==> config.mk <==
export PLATFORM = sky130hd
export DESIGN_NAME = i2c_master_byte_engine
export DESIGN_NICKNAME = d
export VERILOG_FILES = /design/src/rtl/i2cm_pkg.sv /design/src/rtl/i2cm_cfg.sv /design/src/rtl/i2cm_core.sv /design/src/rtl/i2c_master_byte_engine.sv
export SDC_FILE = /design/constraint.sdc
export NUM_CORES = 1
export LEC_CHECK = 0
export BUFFER_PORTS_ARGS = -buffer_cell sky130_fd_sc_hd__buf_4
export CAP_MARGIN = 5
export CORE_AREA = 8 8 113 115
export DETAILED_ROUTE_END_ITERATION = 12
export DIE_AREA = 0 0 121 123
export PLACE_DENSITY = 0.78
export SLEW_MARGIN = 40
export SYNTH_ARGS = -nofsm -noshare
export SYNTH_HDL_FRONTEND = slang
export SYNTH_SLANG_ARGS = --single-unit
==> constraint.sdc <==
create_clock -name clk -period 7.4 [get_ports clk]
set_clock_uncertainty 0.15 [all_clocks]
set_input_delay 0 -clock clk [delete_from_list [all_inputs] [get_ports clk]]
set_output_delay 0 -clock clk [all_outputs]
set_load 0.1 [all_outputs]
==> src/rtl/i2cm_pkg.sv <==
// shared types, command codes and register indexes of the i2c master byte engine
package i2cm_pkg;

	localparam int unsigned CfgDataW = 16;
	localparam int unsigned CfgIdxW  = 2;

	// command codes
	localparam logic [2:0] CMD_NONE  = 3'd0;
	localparam logic [2:0] CMD_START = 3'd1;
	localparam logic [2:0] CMD_STOP  = 3'd2;
	localparam logic [2:0] CMD_WRITE = 3'd3;
	localparam logic [2:0] CMD_READ  = 3'd4;

	// configuration register indexes
	localparam logic [CfgIdxW-1:0] REG_LONG_DELAY  = 2'd0;
	localparam logic [CfgIdxW-1:0] REG_SHORT_DELAY = 2'd1;
	localparam logic [CfgIdxW-1:0] REG_ACK_SAMPLES = 2'd2;

	// reset values of the configuration registers
	localparam logic [15:0] LONG_DELAY_RST  = 16'd200;
	localparam logic [15:0] SHORT_DELAY_RST = 16'd100;
	localparam logic [3:0]  ACK_SAMPLES_RST = 4'd3;

	// bits in one byte
	localparam logic [3:0] BYTE_BITS = 4'd8;

	typedef struct packed {
		logic [2:0] command;
		logic [7:0] write_data;
		logic       send_ack;
		logic       sda_sample;
	} in_t;

	typedef struct packed {
		logic       scl_level;
		logic       sda_level;
		logic       busy_res;
		logic       done_res;
		logic [7:0] read_byte;
		logic       ack_seen;
	} out_t;

	// effective settings, zero already mapped to one
	typedef struct packed {
		logic [15:0] long_dly;
		logic [15:0] short_dly;
		logic [3:0]  ack_samp;
	} cfg_t;

endpackage

==> src/rtl/i2cm_cfg.sv <==
// configuration registers of the i2c master byte engine
module i2cm_cfg (
	input  logic                          clk,
	input  logic                          arst_n,
	input  logic                          cfg_write,
	input  logic [i2cm_pkg::CfgIdxW-1:0]  cfg_index,
	input  logic [i2cm_pkg::CfgDataW-1:0] cfg_data,
	output i2cm_pkg::cfg_t                cfg
);

	logic [15:0] long_q;
	logic [15:0] short_q;
	logic [3:0]  samp_q;

	always_ff @(posedge clk or negedge arst_n) begin
		if (!arst_n) begin
			long_q  <= i2cm_pkg::LONG_DELAY_RST;
			short_q <= i2cm_pkg::SHORT_DELAY_RST;
			samp_q  <= i2cm_pkg::ACK_SAMPLES_RST;
		end else if (cfg_write) begin
			case (cfg_index)
				i2cm_pkg::REG_LONG_DELAY:  long_q  <= cfg_data[15:0];
				i2cm_pkg::REG_SHORT_DELAY: short_q <= cfg_data[15:0];
				i2cm_pkg::REG_ACK_SAMPLES: samp_q  <= cfg_data[3:0];
				default: ;
			endcase
		end
	end

	// a zero setting acts as one
	assign cfg.long_dly  = (long_q == '0) ? 16'd1 : long_q;
	assign cfg.short_dly = (short_q == '0) ? 16'd1 : short_q;
	assign cfg.ack_samp  = (samp_q == '0) ? 4'd1 : samp_q;

endmodule

==> src/rtl/i2cm_core.sv <==
// bus phase sequencer: one tick of the i2c master per processed beat
module i2cm_core (
	input  logic           clk,
	input  logic           arst_n,
	input  logic           tick,
	input  i2cm_pkg::in_t  item,
	input  i2cm_pkg::cfg_t cfg,
	output i2cm_pkg::out_t res
);

	typedef enum logic [4:0] {
		PH_IDLE, PH_ST_A, PH_ST_B, PH_SP_A, PH_SP_B, PH_SP_C,
		PH_WR_A, PH_WR_BIT, PH_WR_HI, PH_AK_REL, PH_AK_IN, PH_AK_POLL,
		PH_RD_LO, PH_RD_HI, PH_RA_LO, PH_RA_DAT, PH_RA_HI
	} phase_t;

	phase_t      phase_q, phase_n, enter_ph;
	logic        enter_en;
	logic [15:0] delay_q, delay_n, delay_dec;
	logic [3:0]  bits_q, bits_n, bits_inc;
	logic [7:0]  shift_q, shift_n;
	logic [3:0]  samp_q, samp_n, samp_dec;
	logic        ackc_q, ackc_n;
	logic        scl_q, scl_n;
	logic        sda_q, sda_n;
	logic        ack_q, ack_n;
	logic [7:0]  rd_q, rd_n;
	logic        done_q, done_n;

	assign delay_dec = delay_q - 16'd1;
	assign bits_inc  = bits_q + 4'd1;
	assign samp_dec  = samp_q - 4'd1;

	always_comb begin
		phase_n  = phase_q;
		delay_n  = delay_q;
		bits_n   = bits_q;
		shift_n  = shift_q;
		samp_n   = samp_q;
		ackc_n   = ackc_q;
		scl_n    = scl_q;
		sda_n    = sda_q;
		ack_n    = ack_q;
		rd_n     = rd_q;
		done_n   = done_q;
		enter_en = 1'b0;
		enter_ph = PH_IDLE;
		if (tick) begin
			done_n = 1'b0;
			if (phase_q == PH_IDLE) begin
				case (item.command)
					i2cm_pkg::CMD_START: begin
						enter_en = 1'b1;
						enter_ph = PH_ST_A;
					end
					i2cm_pkg::CMD_STOP: begin
						enter_en = 1'b1;
						enter_ph = PH_SP_A;
					end
					i2cm_pkg::CMD_WRITE: begin
						shift_n  = item.write_data;
						bits_n   = '0;
						enter_en = 1'b1;
						enter_ph = PH_WR_A;
					end
					i2cm_pkg::CMD_READ: begin
						ackc_n   = item.send_ack;
						shift_n  = '0;
						bits_n   = '0;
						sda_n    = 1'b1;
						enter_en = 1'b1;
						enter_ph = PH_RD_LO;
					end
					default: ;
				endcase
			end else begin
				delay_n = delay_dec;
				if (delay_dec == '0) begin
					case (phase_q)
						PH_ST_A: begin
							enter_en = 1'b1;
							enter_ph = PH_ST_B;
						end
						PH_ST_B: begin
							scl_n   = 1'b0;
							phase_n = PH_IDLE;
							delay_n = '0;
							done_n  = 1'b1;
						end
						PH_SP_A: begin
							enter_en = 1'b1;
							enter_ph = PH_SP_B;
						end
						PH_SP_B: begin
							enter_en = 1'b1;
							enter_ph = PH_SP_C;
						end
						PH_WR_A, PH_WR_BIT, PH_AK_REL, PH_AK_IN, PH_RD_LO,
						PH_RA_LO, PH_RA_DAT: begin
							enter_en = 1'b1;
							case (phase_q)
								PH_WR_A:   enter_ph = PH_WR_BIT;
								PH_WR_BIT: enter_ph = PH_WR_HI;
								PH_AK_REL: enter_ph = PH_AK_IN;
								PH_AK_IN:  enter_ph = PH_AK_POLL;
								PH_RD_LO:  enter_ph = PH_RD_HI;
								PH_RA_LO:  enter_ph = PH_RA_DAT;
								default:   enter_ph = PH_RA_HI;
							endcase
						end
						PH_WR_HI: begin
							scl_n    = 1'b0;
							shift_n  = {shift_q[6:0], 1'b0};
							bits_n   = bits_inc;
							enter_en = 1'b1;
							enter_ph = (bits_inc >= i2cm_pkg::BYTE_BITS) ? PH_AK_REL : PH_WR_BIT;
						end
						PH_AK_POLL: begin
							if (!item.sda_sample) begin
								ack_n   = 1'b1;
								scl_n   = 1'b0;
								phase_n = PH_IDLE;
								delay_n = '0;
								done_n  = 1'b1;
							end else begin
								samp_n = samp_dec;
								if (samp_dec == '0) begin
									ack_n   = 1'b0;
									scl_n   = 1'b0;
									phase_n = PH_IDLE;
									delay_n = '0;
									done_n  = 1'b1;
								end else begin
									delay_n = cfg.short_dly;
								end
							end
						end
						PH_RD_HI: begin
							shift_n  = {shift_q[6:0], item.sda_sample};
							bits_n   = bits_inc;
							enter_en = 1'b1;
							enter_ph = (bits_inc >= i2cm_pkg::BYTE_BITS) ? PH_RA_LO : PH_RD_LO;
						end
						PH_RA_HI: begin
							scl_n   = 1'b0;
							sda_n   = 1'b1;
							rd_n    = shift_q;
							phase_n = PH_IDLE;
							delay_n = '0;
							done_n  = 1'b1;
						end
						default: begin
							// stop tail and anything unexpected end the command
							phase_n = PH_IDLE;
							delay_n = '0;
							done_n  = 1'b1;
						end
					endcase
				end
			end
			// entry action of the next phase: pins and hold time
			if (enter_en) begin
				phase_n = enter_ph;
				case (enter_ph)
					PH_ST_A: begin
						sda_n = 1'b1; scl_n = 1'b1; delay_n = cfg.long_dly;
					end
					PH_ST_B, PH_SP_A: begin
						sda_n = 1'b0; delay_n = cfg.long_dly;
					end
					PH_SP_B, PH_WR_HI, PH_RA_HI: begin
						scl_n = 1'b1; delay_n = cfg.long_dly;
					end
					PH_SP_C: begin
						sda_n = 1'b1; delay_n = cfg.long_dly;
					end
					PH_WR_A, PH_RD_LO, PH_RA_LO: begin
						scl_n = 1'b0; delay_n = cfg.long_dly;
					end
					PH_WR_BIT: begin
						sda_n = shift_n[7]; delay_n = cfg.long_dly;
					end
					PH_AK_REL: begin
						sda_n = 1'b1; delay_n = cfg.short_dly;
					end
					PH_AK_IN: begin
						delay_n = cfg.short_dly;
					end
					PH_AK_POLL: begin
						scl_n = 1'b1; samp_n = cfg.ack_samp; delay_n = cfg.short_dly;
					end
					PH_RD_HI: begin
						scl_n = 1'b1; delay_n = cfg.short_dly;
					end
					PH_RA_DAT: begin
						sda_n = ~ackc_n; delay_n = cfg.long_dly;
					end
					default: begin
						phase_n = PH_IDLE; delay_n = '0;
					end
				endcase
			end
		end
	end

	always_ff @(posedge clk or negedge arst_n) begin
		if (!arst_n) begin
			phase_q <= PH_IDLE;
			delay_q <= '0;
			bits_q  <= '0;
			shift_q <= '0;
			samp_q  <= '0;
			ackc_q  <= 1'b0;
			scl_q   <= 1'b1;
			sda_q   <= 1'b1;
			ack_q   <= 1'b0;
			rd_q    <= '0;
			done_q  <= 1'b0;
		end else begin
			phase_q <= phase_n;
			delay_q <= delay_n;
			bits_q  <= bits_n;
			shift_q <= shift_n;
			samp_q  <= samp_n;
			ackc_q  <= ackc_n;
			scl_q   <= scl_n;
			sda_q   <= sda_n;
			ack_q   <= ack_n;
			rd_q    <= rd_n;
			done_q  <= done_n;
		end
	end

	assign res.scl_level = scl_q;
	assign res.sda_level = sda_q;
	assign res.busy_res  = (phase_q != PH_IDLE);
	assign res.done_res  = done_q;
	assign res.read_byte = rd_q;
	assign res.ack_seen  = ack_q;

endmodule

==> src/rtl/i2c_master_byte_engine.sv <==
// top level of the tick-driven i2c master byte engine
// path: an accepted beat goes through the input register, then the sequencer state registers,
//   which form the result register
// throughput: one beat per cycle while the result side does not stall
// reset: arst_n clears both valid bits, sequencer goes idle with scl and sda released, settings
//   return to long 200, short 100, ack samples 3
module i2c_master_byte_engine (
	input  logic                          clk,
	input  logic                          arst_n,
	// input channel: one beat per bus tick
	input  logic                          in_valid,
	output logic                          in_stall,
	input  i2cm_pkg::in_t                 in_data,
	// result channel
	output logic                          out_valid,
	input  logic                          out_stall,
	output i2cm_pkg::out_t                out_data,
	// configuration write port
	input  logic                          cfg_write,
	input  logic [i2cm_pkg::CfgIdxW-1:0]  cfg_index,
	input  logic [i2cm_pkg::CfgDataW-1:0] cfg_data
);

	logic           valid_s1;
	i2cm_pkg::in_t  item_s1;
	logic           out_valid_q;
	logic           tick;
	i2cm_pkg::cfg_t cfg;

	// the tick is processed when the result slot is empty or being drained
	assign tick     = valid_s1 && (!out_valid_q || !out_stall);
	// input register only blocks when it is full and cannot move on
	assign in_stall = valid_s1 && !tick;

	// input register stage
	always_ff @(posedge clk or negedge arst_n) begin
		if (!arst_n) begin
			valid_s1 <= 1'b0;
		end else if (!in_stall) begin
			valid_s1 <= in_valid;
		end
	end

	// payload of the input stage, no reset
	always_ff @(posedge clk) begin
		if (in_valid && !in_stall) begin
			item_s1 <= in_data;
		end
	end

	// result beat valid; payload is the sequencer state itself, frozen while stalled
	always_ff @(posedge clk or negedge arst_n) begin
		if (!arst_n) begin
			out_valid_q <= 1'b0;
		end else if (tick) begin
			out_valid_q <= 1'b1;
		end else if (!out_stall) begin
			out_valid_q <= 1'b0;
		end
	end

	assign out_valid = out_valid_q;

	i2cm_cfg u_cfg (
		.clk       (clk),
		.arst_n    (arst_n),
		.cfg_write (cfg_write),
		.cfg_index (cfg_index),
		.cfg_data  (cfg_data),
		.cfg       (cfg)
	);

	// phase sequencer, state registers double as the result register
	i2cm_core u_core (
		.clk    (clk),
		.arst_n (arst_n),
		.tick   (tick),
		.item   (item_s1),
		.cfg    (cfg),
		.res    (out_data)
	);

endmodule

# After elaboration in Yosys (flattened, before gate mapping)

Index checks and enable logic that the tools add are counted.

Bits in registers: 101
Output and inout bits: 15
Word-level logic and storage cells: 182

$add $sub $neg: 3
$lt $le $gt $ge: 1
Equality and inequality tests: 44
Multiplexer cells: 69
Bitwise gates (word level): 2
Reduce and logical (&&, ||, !) cells: 42

Operator list:

| operator                                             | number |
|---|---|
| two-way mux 16 bit                                   | 7 |
| equality test 5 x 4 -> 1 bit (second input constant) | 16 |
| case mux 16 bit (2 select lines)                     | 2 |
| case mux 5 bit (6 select lines)                      | 2 |
| logical NOT 16 bit                                   | 3 |
| two-way mux 4 bit                                    | 12 |
| two-way mux 5 bit                                    | 9 |
| equality test 5 x 3 -> 1 bit (second input constant) | 7 |
| case mux 8 bit (2 select lines)                      | 2 |
| two-way mux 1 bit                                    | 26 |
| OR reduction 12 bit                                  | 2 |
| equality test 5 x 2 -> 1 bit (second input constant) | 4 |
| two-way mux 8 bit                                    | 2 |
| case mux 4 bit (4 select lines)                      | 1 |
| OR reduction 16 bit                                  | 1 |
| subtractor 16 x 1 -> 16 bit (second input constant)  | 1 |
| AND reduction 4 bit                                  | 3 |
| equality test 5 x 1 -> 1 bit (second input constant) | 2 |
| equality test 5 bit (second input constant)          | 2 |
| case mux 5 bit (2 select lines)                      | 1 |
| AND reduction 5 bit                                  | 2 |
| OR reduction 3 bit                                   | 3 |
| logical NOT 4 bit                                    | 2 |
| AND reduction 2 bit                                  | 4 |
| 28 further kinds                                     | 45 |

# Depth between registers and ports, before layout

Word-level depth: 11
Mapped depth: 15
Mapped depth without buffers: 11

# Hierarchy

A second synthesis with hierarchy kept.

Cells, all modules: 591
Area total of the unflattened synthesis: 5791.8 um2

By module, submodules not included:

| module                 | instances | cells an instance | area an instance (um2) |
|---|---|---|---|
| i2cm_core              | 1         | 448               | 3733.6 |
| i2cm_cfg               | 1         | 122               | 1575.3 |
| i2c_master_byte_engine | 1         | 21                | 483.0 |

# Worst setup path before layout

No wires, ideal clock.

Kind: reg2reg
Start: reg u_core.phase_q[3]
End: reg u_core.delay_q[5]
Setup time: 0.087 ns
Arrival: 3.434 ns
Required time: 7.163 ns
Slack: 3.729 ns
Stages on the path, launching flop included: 12
Cells stage by stage: dfrtp_1 buf_1 nor2_1 nand2_1 nor2_2 clkinv_1 or3_1 o41ai_1 nor2_1 nor3_4 a221oi_1 a211oi_2

Longest elaborated chain between the ends: 10
Elaborated cells between the ends (all ways): 50
Those cells by class: eq/ne: 30; mux: 14; reduce/logical: 6

RTL lines:

| item                                                                         | RTL line                          | RTL |
|---|---|---|
| start, declared                                                              | i2cm_core.sv:17                   | `phase_t phase_q, phase_n, enter_ph;` |
| start signal, assigned                                                       | i2cm_core.sv:220                  | `phase_q <= phase_n;` |
| equality test 5 x 4 -> 1 bit, or another cell as far along                   | i2cm_core.sv:79, i2cm_core.sv:101 |  |
| case mux 5 bit (6 select lines) / OR reduction 7 bit (equally long branches) | i2cm_core.sv:101, i2cm_core.sv:79 |  |
| case mux 5 bit (6 select lines)                                              | i2cm_core.sv:79                   | `case (phase_q)` |
| two-way mux 5 bit                                                            | i2cm_core.sv:78                   | `if (delay_dec == '0) begin` |
| two-way mux 5 bit                                                            | i2cm_core.sv:50                   | `if (phase_q == PH_IDLE) begin` |
| two-way mux 5 bit                                                            | i2cm_core.sv:48                   | `if (tick) begin` |
| equality test 5 x 1 -> 1 bit, or another cell as far along                   | i2cm_core.sv:164                  | `case (enter_ph)` |
| OR reduction 12 bit (no line) / OR reduction 4 bit (equally long branches)   | --                                |  |
| case mux 16 bit (2 select lines)                                             | i2cm_core.sv:164                  |  |
| two-way mux 16 bit                                                           | i2cm_core.sv:162                  | `if (enter_en) begin` |
| end signal, assigned                                                         | i2cm_core.sv:221                  | `delay_q <= delay_n;` |
| end, declared                                                                | i2cm_core.sv:19                   | `logic [15:0] delay_q, delay_n, delay_dec;` |

Several ways; a longest one is shown, not always the timed one. The select of a mux whose other input is x is not followed.
A chain may end at the register's enable or synchronous reset.

# Worst setup path in the final report

Start: reg u_core.delay_q[1]
End: reg u_core.delay_q[1]

Longest elaborated chain between the ends: 9
Elaborated cells between the ends (all ways): 33
Those cells by class: add/sub: 1; eq/ne: 17; mux: 11; reduce/logical: 4

RTL lines:

| item                                                                       | RTL line         | RTL |
|---|---|---|
| subtractor 16 x 1 -> 16 bit (*)                                            | i2cm_core.sv:30  | `assign delay_dec = delay_q - 16'd1;` |
| logical NOT 16 bit                                                         | i2cm_core.sv:78  |  |
| two-way mux 5 bit                                                          | i2cm_core.sv:78  |  |
| two-way mux 5 bit                                                          | i2cm_core.sv:50  |  |
| two-way mux 5 bit                                                          | i2cm_core.sv:48  |  |
| equality test 5 x 1 -> 1 bit, or another cell as far along                 | i2cm_core.sv:164 |  |
| OR reduction 12 bit (no line) / OR reduction 4 bit (equally long branches) | --               |  |
| case mux 16 bit (2 select lines)                                           | i2cm_core.sv:164 |  |
| two-way mux 16 bit                                                         | i2cm_core.sv:162 |  |

Every way passes the cells marked *; elsewhere a longest branch is shown, timed or not. The select of a mux whose other input is x is not followed.

==> impl_metrics.json <==
{
  "ys_async_sr_fraction": 0.871,
  "layout-drive-gt1-share": 0.234,
  "grt_overflow": 0,
  "synth_area_mm2": 0.00586,
  "worst_pin_slew_ns": 0.722,
  "initial_core_util": 0.529,
  "wirelength_mm": 15.9,
  "gp_congestion": 0.944,
  "ant_nets": 0,
  "finalHoldViolCount": 0,
  "ys.flop_type": "dfrtp_1",
  "ys_ff_latch": 101,
  "cellPowerDensity_mw_per_mm2": 322,
  "cap_violations": 0,
  "via_count": 5170,
  "fmax_ghz": 0.236,
  "grt_usage": 0.215,
  "grt_first_pass_wirelength_mm": 25.7,
  "syn_nets": 627,
  "synthDistinctLibCells": 82,
  "htreeDepth": 3,
  "status": "complete, no violations",
  "grt_max_degree": 66,
  "required_ns": 7.46,
  "maxSlewViolCount": 0,
  "p_sw_uw": 982,
  "yosysSeqAreaShare": 0.444,
  "rsz0062_at_grt": "no",
  "hold_end": "u_cfg.samp_q[1]",
  "grt_pass1_vias": 4935,
  "core_area_mm2": 0.0111,
  "area_growth_pct": 18.1,
  "die_x_um": 121,
  "r2r_start": "u_core.delay_q[1]",
  "syn_inst": 586,
  "cts_resized": 0,
  "worst_r2r_path_depth": 10,
  "fp.dieH_um": 123,
  "power_frac_clock": 0.208,
  "hold_class": "input pin to flop",
  "antennaDiodeCount": 0,
  "avgSynthCellArea_um2": 10.0,
  "clock_latency_ns": 0.35,
  "drtIter0Drc": 610,
  "fin_crit_ns": 4.24,
  "clk_pin_slew_ns": 0.07,
  "swShare": 0.440,
  "wl_per_cell_um": 20.0,
  "power_frac_comb": 0.384,
  "cts_num_sinks": 101,
  "synth-edff-count": 13,
  "viasPerCell": 6.49,
  "hpwl_mm": 11.1,
  "crit_path_end_kind": "flop",
  "hold_depth": 3,
  "antenna_found_initial": 0,
  "slew_headroom": 0.513,
  "critical_path_arrival_ns": 4.30,
  "die_area_mm2": 0.0149,
  "cts_tree": "done",
  "path_max_fanout": 18,
  "cp-start-kind": "flop",
  "cts_root_buf": "clkbuf_16",
  "synth_warnings": 0,
  "finalNetCount": 690,
  "firstDrtPassIters": 5,
  "vdd_drop_max_mv": 0.167,
  "intPower_mw": 1.25,
  "leakagePower_nw": 2.76,
  "numCtsBuffers": 9,
  "min_from": "cfg_write",
  "r2r_slack_ns": 3.16,
  "io_buffers": 50,
  "io_pins": 51,
  "cts_setup_buffers": 0,
  "pwr-share-seq": 0.408,
  "fp-row-count": 39,
  "critPathKind": "flop to flop",
  "setup_viol_count_final": 0,
  "post_dp_cell_area_mm2": 0.00627,
  "r2r_end": "u_core.delay_q[1]",
  "final_cell_area_mm2": 0.00692,
  "ctsLongestPathBuffers": 2,
  "fin_crit_sh": 0.573,
  "tns_ns": 0,
  "drc": 0
}
[worst max-delay path, stage by stage (launching register included)]
cell	delay, ns
dfrtp_1	0.46
inv_1	0.14
ha_1	0.27
or3b_2	0.51
o32a_1	0.36
o32ai_2	0.20
o2111a_1	0.49
a21o_1	0.53
nand2_1	0.48
a221oi_1	0.45
a211oi_2	0.06
[what timing repair did]
| item | in CTS | in global routing |
|---|---|---|
| hold buffers | 35 | 0 |
| endpoints found under the setup margin | 0 | 0 |
| hold endpoints to repair | 74 | 0 |
[cell families (layout without fill, tap and decap cells)]
family                     Yosys count  after routing  synth area share
and+or+nand+nor                    210            210             0.201
AOI/OAI and AO/OA                  164            164             0.201
DFF                                101            101             0.444
buffers and inverters               51            119            0.0416
muxes                               47             47            0.0898
xor gates and xnor gates             8              8            0.0119
adders and majority gates            5              5            0.0107
[Yosys cell counts (5+ instances only)]
cell      instances  area (µm²)
a31oi_1          10        62.6
or3_1             7        43.8
and2_1            6        37.5
clkbuf_1         22        82.6
a22oi_1           8        60.1
nand2b_1         11        68.8
and3_1            7        43.8
nor3b_1           6        45.0
buf_2             6        30.0
dfstp_2          10         263
nand4_1          10        62.6
o21ai_0          31         155
nor2_1           49         184
nand3_1          12        60.1
dfrtp_1          78        1950
nor3_1           18        90.1
a221oi_1         16         140
inv_1            12        45.0
nor4_1           18         113
buf_4             6        45.0
mux2_2           45         507
o211ai_1          5        37.5
nand2_1          37         139
a21oi_1          42         210
edfxtp_1         13         390
ha_1              5        62.6
[area by class of cell]
class / instances / area [µm²]
Clock buffer: 9 / 225
Clock inverter: 7 / 67.6
Fill cell: 864 / 4150
Inverter: 13 / 48.8
Multi-Input combinational cell: 434 / 3040
Sequential cell: 101 / 2610
Tap cell: 143 / 179
Timing Repair Buffer: 90 / 762
[stage by stage]
stage	power (mW)	hold slack (ns)	setup slack [ns]	std cells	util
after CTS	2.21	0.00212	3.19	796	0.624
final	2.23	0.0184	3.16	797	0.625
after global placement	1.70	-0.232	3.39	745	0.565
after detailed placement	1.73	-0.228	3.21	745	0.566
after global routing	2.35	0.0417	2.85	797	0.625
after floorplan	1.51	-0.446	3.73	586	-
[layer usage]
layer  wire length, µm  track usage  share of wire  vias to the layer above
li1                  -            -              -                     2359
met1              6910        0.291           0.43                     2538
met2              7510        0.337           0.47                      237
met3              1120       0.0393          0.071                       36
met4               364       0.0788          0.023                        0
met5                 0            0              0                        -
[power groups by stage]
stage	clock (mW)	combinational (mW)	sequential, mW
floorplan	0	0.718	0.795
global placement	0	0.801	0.902
detailed placement	0	0.821	0.910
CTS	0.467	0.841	0.900
global route	0.490	0.931	0.930
finish	0.463	0.857	0.911
[layout by cell type, fill, tap and decap left out, drive strengths merged, types with 5 or more instances in the layout]
| master | count |
|---|---|
| nand2 | 37 |
| clkbuf | 9 |
| nand4 | 10 |
| a21oi | 45 |
| nor3b | 6 |
| ha | 5 |
| and2 | 7 |
| mux2 | 45 |
| nor3 | 19 |
| edfxtp | 13 |
| nand3 | 13 |
| buf | 56 |
| dfrtp | 78 |
| dlygate4sd3 | 34 |
| o21ai | 31 |
| or3 | 7 |
| nor4 | 20 |
| o211ai | 5 |
| a22oi | 8 |
| clkinv | 5 |
| nor2 | 51 |
| nand2b | 11 |
| a31oi | 10 |
| nand3b | 5 |
| dfstp | 10 |
| inv | 15 |
| and3 | 7 |
| a221oi | 16 |
[registers in the layout, indices dropped and copies added (netlist names), 4 cells and up]
register,flops
u_core.shift_q,8
u_core.bits_q,4
u_core.delay_q,16
u_core.phase_q,5
u_core.samp_q,4
u_cfg.short_q,16
u_cfg.long_q,16
u_core.rd_q,8
u_cfg.samp_q,4
item_s1,13
[how the worst max path moves through the flow]
stage | end | start
global route | u_core.delay_q[1] | u_core.delay_q[1]
global placement | u_core.delay_q[1] | u_core.delay_q[1]
floorplan | u_core.delay_q[5] | u_core.phase_q[3]
finish | u_core.delay_q[1] | u_core.delay_q[1]
detailed placement | u_core.delay_q[1] | u_core.delay_q[1]
CTS | u_core.delay_q[1] | u_core.delay_q[1]
(Power assumes the default switching activity.)
